`config.mk`:
```
export PLATFORM = sky130hd
export DESIGN_NAME = av_playout_sync_buffer_core
export DESIGN_NICKNAME = d
export VERILOG_FILES = /design/src/rtl/avps_pkg.sv /design/src/rtl/av_playout_sync_buffer_core.sv
export SDC_FILE = /design/constraint.sdc
export NUM_CORES = 2
export LEC_CHECK = 0
export BUFFER_PORTS_ARGS = -buffer_cell sky130_fd_sc_hd__buf_2
export CAP_MARGIN = 20
export CORE_ASPECT_RATIO = 2
export CORE_MARGIN = 8
export CORE_UTILIZATION = 35
export DETAILED_ROUTE_END_ITERATION = 7
export HOLD_SLACK_MARGIN = 0.06
export PLACE_DENSITY = 0.62
export SLEW_MARGIN = 20
export SYNTH_ARGS = -nofsm -noshare
export SYNTH_HDL_FRONTEND = slang
export SYNTH_SLANG_ARGS = --single-unit
```
`constraint.sdc`:
```
create_clock -name clk_i -period 15.8 [get_ports clk_i]
set_input_delay 2.37 -clock clk_i [delete_from_list [all_inputs] [get_ports clk_i]]
set_output_delay 2.37 -clock clk_i [all_outputs]
set_load 0.02 [all_outputs]
```
`src/rtl/avps_pkg.sv`:
```
package avps_pkg;

  // Queue geometry and field widths
  localparam int QUEUE_DEPTH = 16;
  localparam int PTR_W       = $clog2(QUEUE_DEPTH);
  localparam int CNT_W       = 5;
  localparam int TIME_W      = 48;
  localparam int TAG_W       = 16;
  localparam int ENTRY_W     = TIME_W + TAG_W;
  localparam int LAT_W       = TIME_W + 1;
  localparam int BUF_W       = 10;
  localparam int ADV_W       = 10;
  localparam int CFG_IDX_W   = 3;
  localparam int CFG_DATA_W  = 16;

  // Register indexes of the configuration port
  localparam logic [CFG_IDX_W-1:0] CFG_EXPIRY_WINDOW = 3'd0;
  localparam logic [CFG_IDX_W-1:0] CFG_EARLY_LIMIT   = 3'd1;
  localparam logic [CFG_IDX_W-1:0] CFG_HIGH_MARK     = 3'd2;
  localparam logic [CFG_IDX_W-1:0] CFG_LOW_MARK      = 3'd3;
  localparam logic [CFG_IDX_W-1:0] CFG_BUFFER_MIN    = 3'd4;
  localparam logic [CFG_IDX_W-1:0] CFG_BUFFER_MAX    = 3'd5;
  localparam logic [CFG_IDX_W-1:0] CFG_BUFFER_STEP   = 3'd6;

  // Reset values
  localparam logic [15:0]      EXPIRY_WINDOW_RST = 16'd5000;
  localparam logic [15:0]      EARLY_LIMIT_RST   = 16'd1000;
  localparam logic [CNT_W-1:0] HIGH_MARK_RST     = 5'd10;
  localparam logic [CNT_W-1:0] LOW_MARK_RST      = 5'd3;
  localparam logic [BUF_W-1:0] BUFFER_MIN_RST    = 10'd50;
  localparam logic [BUF_W-1:0] BUFFER_MAX_RST    = 10'd500;
  localparam logic [7:0]       BUFFER_STEP_RST   = 8'd10;
  localparam logic [BUF_W-1:0] BUFFER_TIME_RST   = 10'd150;

  typedef enum logic [2:0] {
    OP_AUDIO = 3'd0,
    OP_VIDEO = 3'd1,
    OP_TICK  = 3'd2,
    OP_START = 3'd3,
    OP_STOP  = 3'd4
  } op_e;

  typedef enum logic [1:0] {
    KIND_AUDIO = 2'd0,
    KIND_VIDEO = 2'd1,
    KIND_NONE  = 2'd2
  } kind_e;

  typedef enum logic [2:0] {
    EV_PLAY     = 3'd0,
    EV_DROP     = 3'd1,
    EV_EXPIRED  = 3'd2,
    EV_REJECT   = 3'd3,
    EV_ACCEPTED = 3'd4,
    EV_TICK     = 3'd5,
    EV_CONTROL  = 3'd6
  } event_e;

  typedef enum logic [2:0] {
    S_IDLE,
    S_UPD,
    S_CLK,
    S_EXP,
    S_SETTLE,
    S_SERVE,
    S_ADJ,
    S_EMIT
  } state_e;

endpackage

```
`src/rtl/av_playout_sync_buffer_core.sv`:
```
// Audio/video playout jitter buffer.
// Input channel (in_valid_i/in_ready_o) takes one command beat: an audio or
// video frame tag with its timestamp, a clock tick, start or stop. Each beat
// yields one or more result beats on the output channel (out_valid_o /
// out_ready_i); last_o marks the final one. Opcodes 5 to 7 yield nothing.
// Both queues live in one-read, one-write synchronous RAMs addressed by the
// next head pointer, so each head reaches the read register with its pointer.
// Start, stop and a tick while stopped go straight to the result; a frame
// first expires stale heads one at a time, then is rejected or enqueued,
// and an enqueue passes a settle state that lets the written head reach the
// read register. A running tick plays due heads and drops heads too far
// ahead, audio first, then adjusts the buffer time. The next command is
// taken once the last result beat of the current one enters the output
// register.
// The output register holds a finished beat while the next command is taken;
// when the receiver stalls, the block holds at its next result.
// Configuration (cfg_we_i, cfg_idx_i, cfg_data_i) is written on a clock edge with cfg_we_i high.
// Reset empties both queues, clears origin, elapsed time and run state, sets
// the buffer time to 150 ms and loads the register defaults.
module av_playout_sync_buffer_core
  import avps_pkg::*;
(
  input  logic                  clk_i,
  input  logic                  rst_ni,
  // command channel
  input  logic                  in_valid_i,
  output logic                  in_ready_o,
  input  logic [2:0]            opcode_i,
  input  logic [TIME_W-1:0]     frame_time_i,
  input  logic [TAG_W-1:0]      frame_tag_i,
  input  logic [ADV_W-1:0]      advance_ms_i,
  // result channel
  output logic                  out_valid_o,
  input  logic                  out_ready_i,
  output logic [1:0]            stream_kind_o,
  output logic [2:0]            event_code_o,
  output logic [TAG_W-1:0]      out_tag_o,
  output logic [TIME_W-1:0]     out_time_o,
  output logic [BUF_W-1:0]      buffer_time_ms_o,
  output logic signed [LAT_W-1:0] latency_ms_o,
  output logic [CNT_W-1:0]      audio_count_o,
  output logic [CNT_W-1:0]      video_count_o,
  output logic                  last_o,
  // configuration
  input  logic                  cfg_we_i,
  input  logic [CFG_IDX_W-1:0]  cfg_idx_i,
  input  logic [CFG_DATA_W-1:0] cfg_data_i
);

  localparam logic [TIME_W-1:0] TIME_MAX = {TIME_W{1'b1}};

  // configuration registers
  logic [15:0]      expiry_q, early_q;
  logic [CNT_W-1:0] high_q, low_q;
  logic [BUF_W-1:0] bmin_q, bmax_q;
  logic [7:0]       bstep_q;

  // control state
  state_e              state_q, state_d, ret_q, ret_d;
  logic [PTR_W-1:0]    head_q [2];
  logic [PTR_W-1:0]    head_d [2];
  logic [CNT_W-1:0]    cnt_q  [2];
  logic [CNT_W-1:0]    cnt_d  [2];
  logic                seen_q, seen_d, run_q, run_d;
  logic [TIME_W-1:0]   origin_q, origin_d, elapsed_q, elapsed_d, clk_q, clk_d;
  logic [BUF_W-1:0]    buf_q, buf_d;
  logic                k_q, k_d;

  // latched command
  op_e                 op_q;
  logic [TIME_W-1:0]   time_q;
  logic [TAG_W-1:0]    tag_q;
  logic [ADV_W-1:0]    adv_q;

  // pending result
  kind_e               pkind_q, pkind_d;
  event_e              pev_q, pev_d;
  logic [TAG_W-1:0]    ptag_q, ptag_d;
  logic [TIME_W-1:0]   ptime_q, ptime_d;
  logic                plast_q, plast_d;

  // output register
  logic                ovalid_q;
  logic                oload;
  kind_e               okind_q;
  event_e              oev_q;
  logic [TAG_W-1:0]    otag_q;
  logic [TIME_W-1:0]   otime_q;
  logic [BUF_W-1:0]    obuf_q;
  logic signed [LAT_W-1:0] olat_q, lat_now;
  logic [CNT_W-1:0]    oacnt_q, ovcnt_q;
  logic                olast_q;

  // queue memories
  logic [ENTRY_W-1:0]  mem_a [QUEUE_DEPTH];
  logic [ENTRY_W-1:0]  mem_v [QUEUE_DEPTH];
  logic [ENTRY_W-1:0]  rd_q  [2];
  logic                wr_en, wr_k;
  logic [PTR_W-1:0]    wr_addr;
  logic [ENTRY_W-1:0]  wr_data;

  // current queue view
  logic                cur_k;
  logic [TIME_W-1:0]   ht;
  logic [TAG_W-1:0]    hg;
  logic [CNT_W-1:0]    ccnt;
  logic [PTR_W-1:0]    chead, hinc, tail;
  logic [CNT_W:0]      tsum;
  logic                out_free;

  assign in_ready_o = (state_q == S_IDLE);
  assign out_free   = !ovalid_q || out_ready_i;

  // configuration writes
  always_ff @(posedge clk_i or negedge rst_ni) begin
    if (!rst_ni) begin
      expiry_q <= EXPIRY_WINDOW_RST;
      early_q  <= EARLY_LIMIT_RST;
      high_q   <= HIGH_MARK_RST;
      low_q    <= LOW_MARK_RST;
      bmin_q   <= BUFFER_MIN_RST;
      bmax_q   <= BUFFER_MAX_RST;
      bstep_q  <= BUFFER_STEP_RST;
    end else if (cfg_we_i) begin
      case (cfg_idx_i)
        CFG_EXPIRY_WINDOW: expiry_q <= cfg_data_i;
        CFG_EARLY_LIMIT:   early_q  <= cfg_data_i;
        CFG_HIGH_MARK:     high_q   <= cfg_data_i[CNT_W-1:0];
        CFG_LOW_MARK:      low_q    <= cfg_data_i[CNT_W-1:0];
        CFG_BUFFER_MIN:    bmin_q   <= cfg_data_i[BUF_W-1:0];
        CFG_BUFFER_MAX:    bmax_q   <= cfg_data_i[BUF_W-1:0];
        CFG_BUFFER_STEP:   bstep_q  <= cfg_data_i[7:0];
        default: ;
      endcase
    end
  end

  // queue RAMs: write tail, read at next head
  always_ff @(posedge clk_i) begin
    if (wr_en && !wr_k) mem_a[wr_addr] <= wr_data;
    if (wr_en && wr_k)  mem_v[wr_addr] <= wr_data;
    rd_q[0] <= mem_a[head_d[0]];
    rd_q[1] <= mem_v[head_d[1]];
  end

  // head view of the queue being worked on
  assign cur_k = (state_q == S_SERVE) ? k_q : op_q[0];
  assign ht    = rd_q[cur_k][ENTRY_W-1 -: TIME_W];
  assign hg    = rd_q[cur_k][TAG_W-1:0];
  assign ccnt  = cnt_q[cur_k];
  assign chead = head_q[cur_k];
  assign hinc  = (chead == PTR_W'(QUEUE_DEPTH - 1)) ? '0 : chead + 1'b1;
  assign tsum  = (CNT_W+1)'(chead) + (CNT_W+1)'(ccnt);
  assign tail  = (tsum >= (CNT_W+1)'(QUEUE_DEPTH)) ?
                 PTR_W'(tsum - (CNT_W+1)'(QUEUE_DEPTH)) : PTR_W'(tsum);

  // latency: largest head lead over the play clock, empty queue counts zero
  always_comb begin
    logic signed [LAT_W-1:0] la, lv;
    la = (cnt_q[0] == '0) ? '0 :
         $signed({1'b0, rd_q[0][ENTRY_W-1 -: TIME_W]}) - $signed({1'b0, clk_q});
    lv = (cnt_q[1] == '0) ? '0 :
         $signed({1'b0, rd_q[1][ENTRY_W-1 -: TIME_W]}) - $signed({1'b0, clk_q});
    lat_now = (la > lv) ? la : lv;
  end

  // control sequencer
  always_comb begin
    logic [TIME_W:0]  tsat;
    logic [BUF_W:0]   bsum;
    logic [CNT_W-1:0] mx;
    state_d   = state_q;
    ret_d     = ret_q;
    head_d    = head_q;
    cnt_d     = cnt_q;
    seen_d    = seen_q;
    run_d     = run_q;
    origin_d  = origin_q;
    elapsed_d = elapsed_q;
    clk_d     = clk_q;
    buf_d     = buf_q;
    k_d       = k_q;
    pkind_d   = pkind_q;
    pev_d     = pev_q;
    ptag_d    = ptag_q;
    ptime_d   = ptime_q;
    plast_d   = plast_q;
    wr_en     = 1'b0;
    wr_k      = cur_k;
    wr_addr   = tail;
    wr_data   = {time_q, tag_q};
    oload     = 1'b0;
    tsat      = '0;
    bsum      = '0;
    mx        = (cnt_q[0] > cnt_q[1]) ? cnt_q[0] : cnt_q[1];

    case (state_q)
      S_IDLE: begin
        if (in_valid_i) state_d = S_UPD;
      end

      // apply the command to origin, elapsed time and run state
      S_UPD: begin
        state_d = S_CLK;
        case (op_q)
          OP_AUDIO, OP_VIDEO: begin
            if (!seen_q) begin
              seen_d    = 1'b1;
              origin_d  = time_q;
              elapsed_d = '0;
            end
          end
          OP_TICK: begin
            if (seen_q) begin
              tsat      = {1'b0, elapsed_q} + (TIME_W+1)'(adv_q);
              elapsed_d = tsat[TIME_W] ? TIME_MAX : tsat[TIME_W-1:0];
            end
          end
          OP_START: run_d = 1'b1;
          OP_STOP: begin
            if (run_q) begin
              run_d     = 1'b0;
              seen_d    = 1'b0;
              origin_d  = '0;
              elapsed_d = '0;
              head_d[0] = '0;
              head_d[1] = '0;
              cnt_d[0]  = '0;
              cnt_d[1]  = '0;
            end
          end
          default: state_d = S_IDLE;
        endcase
      end

      // refresh the play clock, then branch on the command
      S_CLK: begin
        tsat  = {1'b0, origin_q} + {1'b0, elapsed_q};
        clk_d = (run_q && seen_q) ? (tsat[TIME_W] ? TIME_MAX : tsat[TIME_W-1:0]) : '0;
        ptag_d  = '0;
        ptime_d = '0;
        pkind_d = KIND_NONE;
        plast_d = 1'b1;
        if (op_q == OP_AUDIO || op_q == OP_VIDEO) begin
          state_d = S_EXP;
        end else if (op_q == OP_TICK && run_q && seen_q) begin
          k_d     = 1'b0;
          state_d = S_SERVE;
        end else begin
          pev_d   = (op_q == OP_TICK) ? EV_TICK : EV_CONTROL;
          state_d = S_EMIT;
        end
      end

      // expire stale heads, then enqueue or reject
      S_EXP: begin
        pkind_d = cur_k ? KIND_VIDEO : KIND_AUDIO;
        ret_d   = S_EXP;
        state_d = S_EMIT;
        if (ccnt != '0 &&
            ({1'b0, ht} + (TIME_W+1)'(expiry_q)) < {1'b0, time_q}) begin
          pev_d         = EV_EXPIRED;
          ptag_d        = hg;
          ptime_d       = ht;
          plast_d       = 1'b0;
          head_d[cur_k] = hinc;
          cnt_d[cur_k]  = ccnt - 1'b1;
        end else begin
          ptag_d  = tag_q;
          ptime_d = time_q;
          plast_d = 1'b1;
          if (ccnt >= CNT_W'(QUEUE_DEPTH)) begin
            pev_d = EV_REJECT;
          end else begin
            pev_d        = EV_ACCEPTED;
            wr_en        = 1'b1;
            cnt_d[cur_k] = ccnt + 1'b1;
            state_d      = S_SETTLE;
          end
        end
      end

      // let the written head reach the read register
      S_SETTLE: state_d = S_EMIT;

      // play due heads, drop heads too far ahead, audio first
      S_SERVE: begin
        pkind_d = cur_k ? KIND_VIDEO : KIND_AUDIO;
        ptag_d  = hg;
        ptime_d = ht;
        plast_d = 1'b0;
        ret_d   = S_SERVE;
        if (ccnt != '0 && (ht <= clk_q || (ht - clk_q) > TIME_W'(early_q))) begin
          pev_d         = (ht <= clk_q) ? EV_PLAY : EV_DROP;
          head_d[cur_k] = hinc;
          cnt_d[cur_k]  = ccnt - 1'b1;
          state_d       = S_EMIT;
        end else if (!k_q) begin
          k_d = 1'b1;
        end else begin
          state_d = S_ADJ;
        end
      end

      // move the buffer time by queue depth and saturate
      S_ADJ: begin
        if (mx > high_q) begin
          if ({1'b0, buf_q} < ({1'b0, bmin_q} + (BUF_W+1)'(bstep_q))) buf_d = bmin_q;
          else buf_d = buf_q - BUF_W'(bstep_q);
        end else if (mx < low_q) begin
          bsum  = {1'b0, buf_q} + (BUF_W+1)'(bstep_q);
          buf_d = (bsum > {1'b0, bmax_q}) ? bmax_q : bsum[BUF_W-1:0];
        end
        pkind_d = KIND_NONE;
        pev_d   = EV_TICK;
        ptag_d  = '0;
        ptime_d = '0;
        plast_d = 1'b1;
        state_d = S_EMIT;
      end

      // hand the pending beat to the output register
      S_EMIT: begin
        if (out_free) begin
          oload   = 1'b1;
          state_d = plast_q ? S_IDLE : ret_q;
        end
      end

      default: state_d = S_IDLE;
    endcase
  end

  // control registers
  always_ff @(posedge clk_i or negedge rst_ni) begin
    if (!rst_ni) begin
      state_q   <= S_IDLE;
      ret_q     <= S_IDLE;
      head_q[0] <= '0;
      head_q[1] <= '0;
      cnt_q[0]  <= '0;
      cnt_q[1]  <= '0;
      seen_q    <= 1'b0;
      run_q     <= 1'b0;
      origin_q  <= '0;
      elapsed_q <= '0;
      clk_q     <= '0;
      buf_q     <= BUFFER_TIME_RST;
      k_q       <= 1'b0;
      ovalid_q  <= 1'b0;
    end else begin
      state_q   <= state_d;
      ret_q     <= ret_d;
      head_q    <= head_d;
      cnt_q     <= cnt_d;
      seen_q    <= seen_d;
      run_q     <= run_d;
      origin_q  <= origin_d;
      elapsed_q <= elapsed_d;
      clk_q     <= clk_d;
      buf_q     <= buf_d;
      k_q       <= k_d;
      if (oload)            ovalid_q <= 1'b1;
      else if (out_ready_i) ovalid_q <= 1'b0;
    end
  end

  // latch the accepted command and the pending beat
  always_ff @(posedge clk_i) begin
    if (in_valid_i && in_ready_o) begin
      op_q   <= op_e'(opcode_i);
      time_q <= frame_time_i;
      tag_q  <= frame_tag_i;
      adv_q  <= advance_ms_i;
    end
    pkind_q <= pkind_d;
    pev_q   <= pev_d;
    ptag_q  <= ptag_d;
    ptime_q <= ptime_d;
    plast_q <= plast_d;
  end

  // output register payload
  always_ff @(posedge clk_i) begin
    if (oload) begin
      okind_q <= pkind_q;
      oev_q   <= pev_q;
      otag_q  <= ptag_q;
      otime_q <= ptime_q;
      obuf_q  <= buf_q;
      olat_q  <= lat_now;
      oacnt_q <= cnt_q[0];
      ovcnt_q <= cnt_q[1];
      olast_q <= plast_q;
    end
  end

  assign out_valid_o      = ovalid_q;
  assign stream_kind_o    = okind_q;
  assign event_code_o     = oev_q;
  assign out_tag_o        = otag_q;
  assign out_time_o       = otime_q;
  assign buffer_time_ms_o = obuf_q;
  assign latency_ms_o     = olat_q;
  assign audio_count_o    = oacnt_q;
  assign video_count_o    = ovcnt_q;
  assign last_o           = olast_q;

endmodule

```
==> results.md <==
- Yosys top cell area share: 0.5746
- Non-Filler Instances: 13770
- Grt total ovfl: 0
- Leakage: 48.78 nW
- Worst r2r src: state_q[2]
- Flop2flop setup slack: 2.67 ns
- Hold buffer count at CTS: 0
- DR vias: 75790
- Crit Path Category: flop to flop
- Fin crit period: 13.13 ns
- Clock buffer depth: 4
- Core Rows: 306
- Crit-path max cell delay: 1.00 ns
- Synth area leader: edfxtp_1
- P&R area growth vs syn: 12.61%
- First-pass iteration count of the detailed router: 8
- Port bufs: 241
- Post-Syn Area: 122000 um^2
- Register area share after synthesis: 0.6476
- Synthesized flop and latch total: 2714
- Slew HR: 0.1570
- Full die area: 368800 um^2
- Final HPWL from detailed placement: 254500 um
- FFs w/ async S/R, synth: 0.09285
- Number of synthesized flops with an enable pin: 2334
- Clock sink count: 2714
- Hold Path Class: flop to flop
- Most frequent cell after synthesis: edfxtp_1
- Total global routing track utilization: 0.1972
- Final nets: 9460
- Post-CTS Setup Bufs: 0
- Wire length per cell: 27.57 um
- First-pass GRT wire length: 534500 um
- Num CTS Buffers: 228
- Crit-path max FO: 75
- Clock Latency Late Sink: 0.93 ns
- Hold_ws: 0.4190 ns
- Placed cells: 13340
- Required time worst endpoint: 16.53 ns
- CP startpoint: state_q[2]
- Vias in the first global route: 76770
- Die H: 850.8 um
- Slowest stage cell, crit path: nor4_2
- Setup TNS: 0 ns
- RSZ-0062 raised after global routing: no
- Top cells by area, synth: edfxtp_1 (57%), mux2i_1 (12%), dfrtp_1 (4.6%)
- Initial Util: 0.3516
- Final Wtd Congestion: 0.9782
- Post-route ant nets: 0
- CTS tree: built
- Mean Syn Cell Area: 14.07 um^2
- Status: finished, final reports clean
- Final number of setup-violating endpoints: 0
- Fmax: 0.07617 GHz
- Warnings from Yosys: 0
- Initial DRC count: 5814
- CTS clk-pin slew, worst paths: 0.07 ns
- Synth cell types: 94
- # IOs: 242
- # Max-Cap Violations: 0
- DRC violations left: 0
- R2r endpoint: rd_q[0][11]
- CTS HTree Levels: 4
- Synth Flop Type: edfxtp_1
- Die X: 433.4 um
- Antenna violations before repair: 15
- CP Launch Type: flop
- Share of cells above drive strength 1: 0.1109
- Crit share post-route: 0.8309
- WP data arrival: 13.85 ns
- Final wirelength: 379700 um
- Critical Path End: rd_q[0][11]
- Synth Instances: 8666
- Hold Violations, Final: 0
- Pwr Density: 204.4 nW/um^2
- Clock Skew: 0.08913 ns
- Largest net degree at the start of global routing: 154
- Power after layout: 28.08 mW
- Syn nets: 9171
- Root buf cell: clkbuf_16
- DR vias/cell: 5.503
- Core ar.: 346900 um^2
- Max Slew Vio Count: 0
- Slew of the pin with the lowest slew margin: 1.264 ns
- Worst Setup End Kind: flop
- Gates resized, CTS repair: 0
- Worst hold start: ptime_q[26]
- FF-to-FF path depth: 41
- Top cells by count, synth: edfxtp_1 (2334), mux2i_1 (1476), nand2_1 (533)
- VDD IR-drop max: 265.2 uV
==> placed cells by master (no fill, tap or decap), types with 61 or more instances in the layout <==
cell          n
a21oi_1     318
buf_4       199
o21ai_0     331
or4_1        70
nor3_1       86
a21o_1      135
nor2_1      308
ha_1        394
xnor2_1     166
clkbuf_16   230
a2111oi_0    70
inv_1       282
o22ai_1     260
nand2_1     529
nand3_1      90
dfrtp_1     222
nor2b_1      61
buf_2       240
dfxtp_1     128
a211oi_1    149
edfxtp_1   2334
mux2_2       61
mux2i_1    1476
==> cell type report <==
type	count	area [um^2]
antenna	7	17.52
clock buffer	271	5969
clock inverter	149	1878
fill	31990	209500
inverter	283	1067
multi-input combinational	5271	40600
sequential	2714	78990
tap	4620	5781
timing repair buffer	457	3043
==> critical path, delay by kind of cell, from the launching register on <==
family / cells / cell delay, ns
adder cells (fa/ha/maj): 2 / 0.48
buffers and inverters: 4 / 1.65
AND/OR/NAND/NOR: 10 / 3.82
XOR/XNOR: 1 / 0.17
flip-flops: 1 / 0.79
AO/OA/AOI/OAI: 23 / 5.55
multiplexers: 1 / 0.38
==> cell families after synthesis <==
kind of cell / after synthesis / synth area share
compound gates: 1643 / 0.08704
xor+xnor: 221 / 0.01587
fa+ha+maj: 404 / 0.04206
flops: 2714 / 0.6476
buf+inv: 681 / 0.02365
mux: 1537 / 0.1268
simple gates: 1466 / 0.05697
==> flip-flops by register name, summed over array words and instances (netlist names), 16 cells and up <==
name          cells
mem_a          1024
mem_v          1024
rd_q            128
latency_ms_o     49
clk_q            48
elapsed_q        48
origin_q         48
out_time_o       48
ptime_q          48
time_q           48
early_q          16
expiry_q         16
out_tag_o        16
ptag_q           16
tag_q            16
==> report_power, final <==
group | internal [mW] | switching [mW] | total [mW]
registers | 8.75 | 0.654 | 9.40
clock network | 3.33 | 2.68 | 6.01
logic | 4.69 | 7.98 | 12.7
total | 16.8 | 11.3 | 28.1
==> metal layers <==
metal	GRT usage	vias to the layer above	share of wire
met5	0	-	0.00024
met2	0.3678	2515	0.53
met4	0.1226	14	0.074
met3	0.02229	950	0.046
met1	0.2102	38510	0.35
li1	-	33790	-
==> through the flow <==
stage,utilization,setup slack (ns),instance area [um^2]
detailed placement,0.3731,2.893,129400
global placement,0.3730,3.049,129400
floorplan,-,4.863,122000
global route,0.3959,2.198,137300
finish,0.3960,2.671,137400
CTS,0.3957,2.836,137300
==> how the worst min path moves through the flow <==
stage,end,slack [ns],cells after the start
2_1_floorplan,event_code_o[0],0.40,0
3_3_place_gp,out_time_o[17],0.41,0
3_5_place_dp,out_time_o[26],0.40,0
4_1_cts,out_time_o[26],0.42,0
5_1_grt,out_time_o[14],0.43,0
6_report,out_time_o[26],0.42,0
Power figures use the tool's default switching activity.
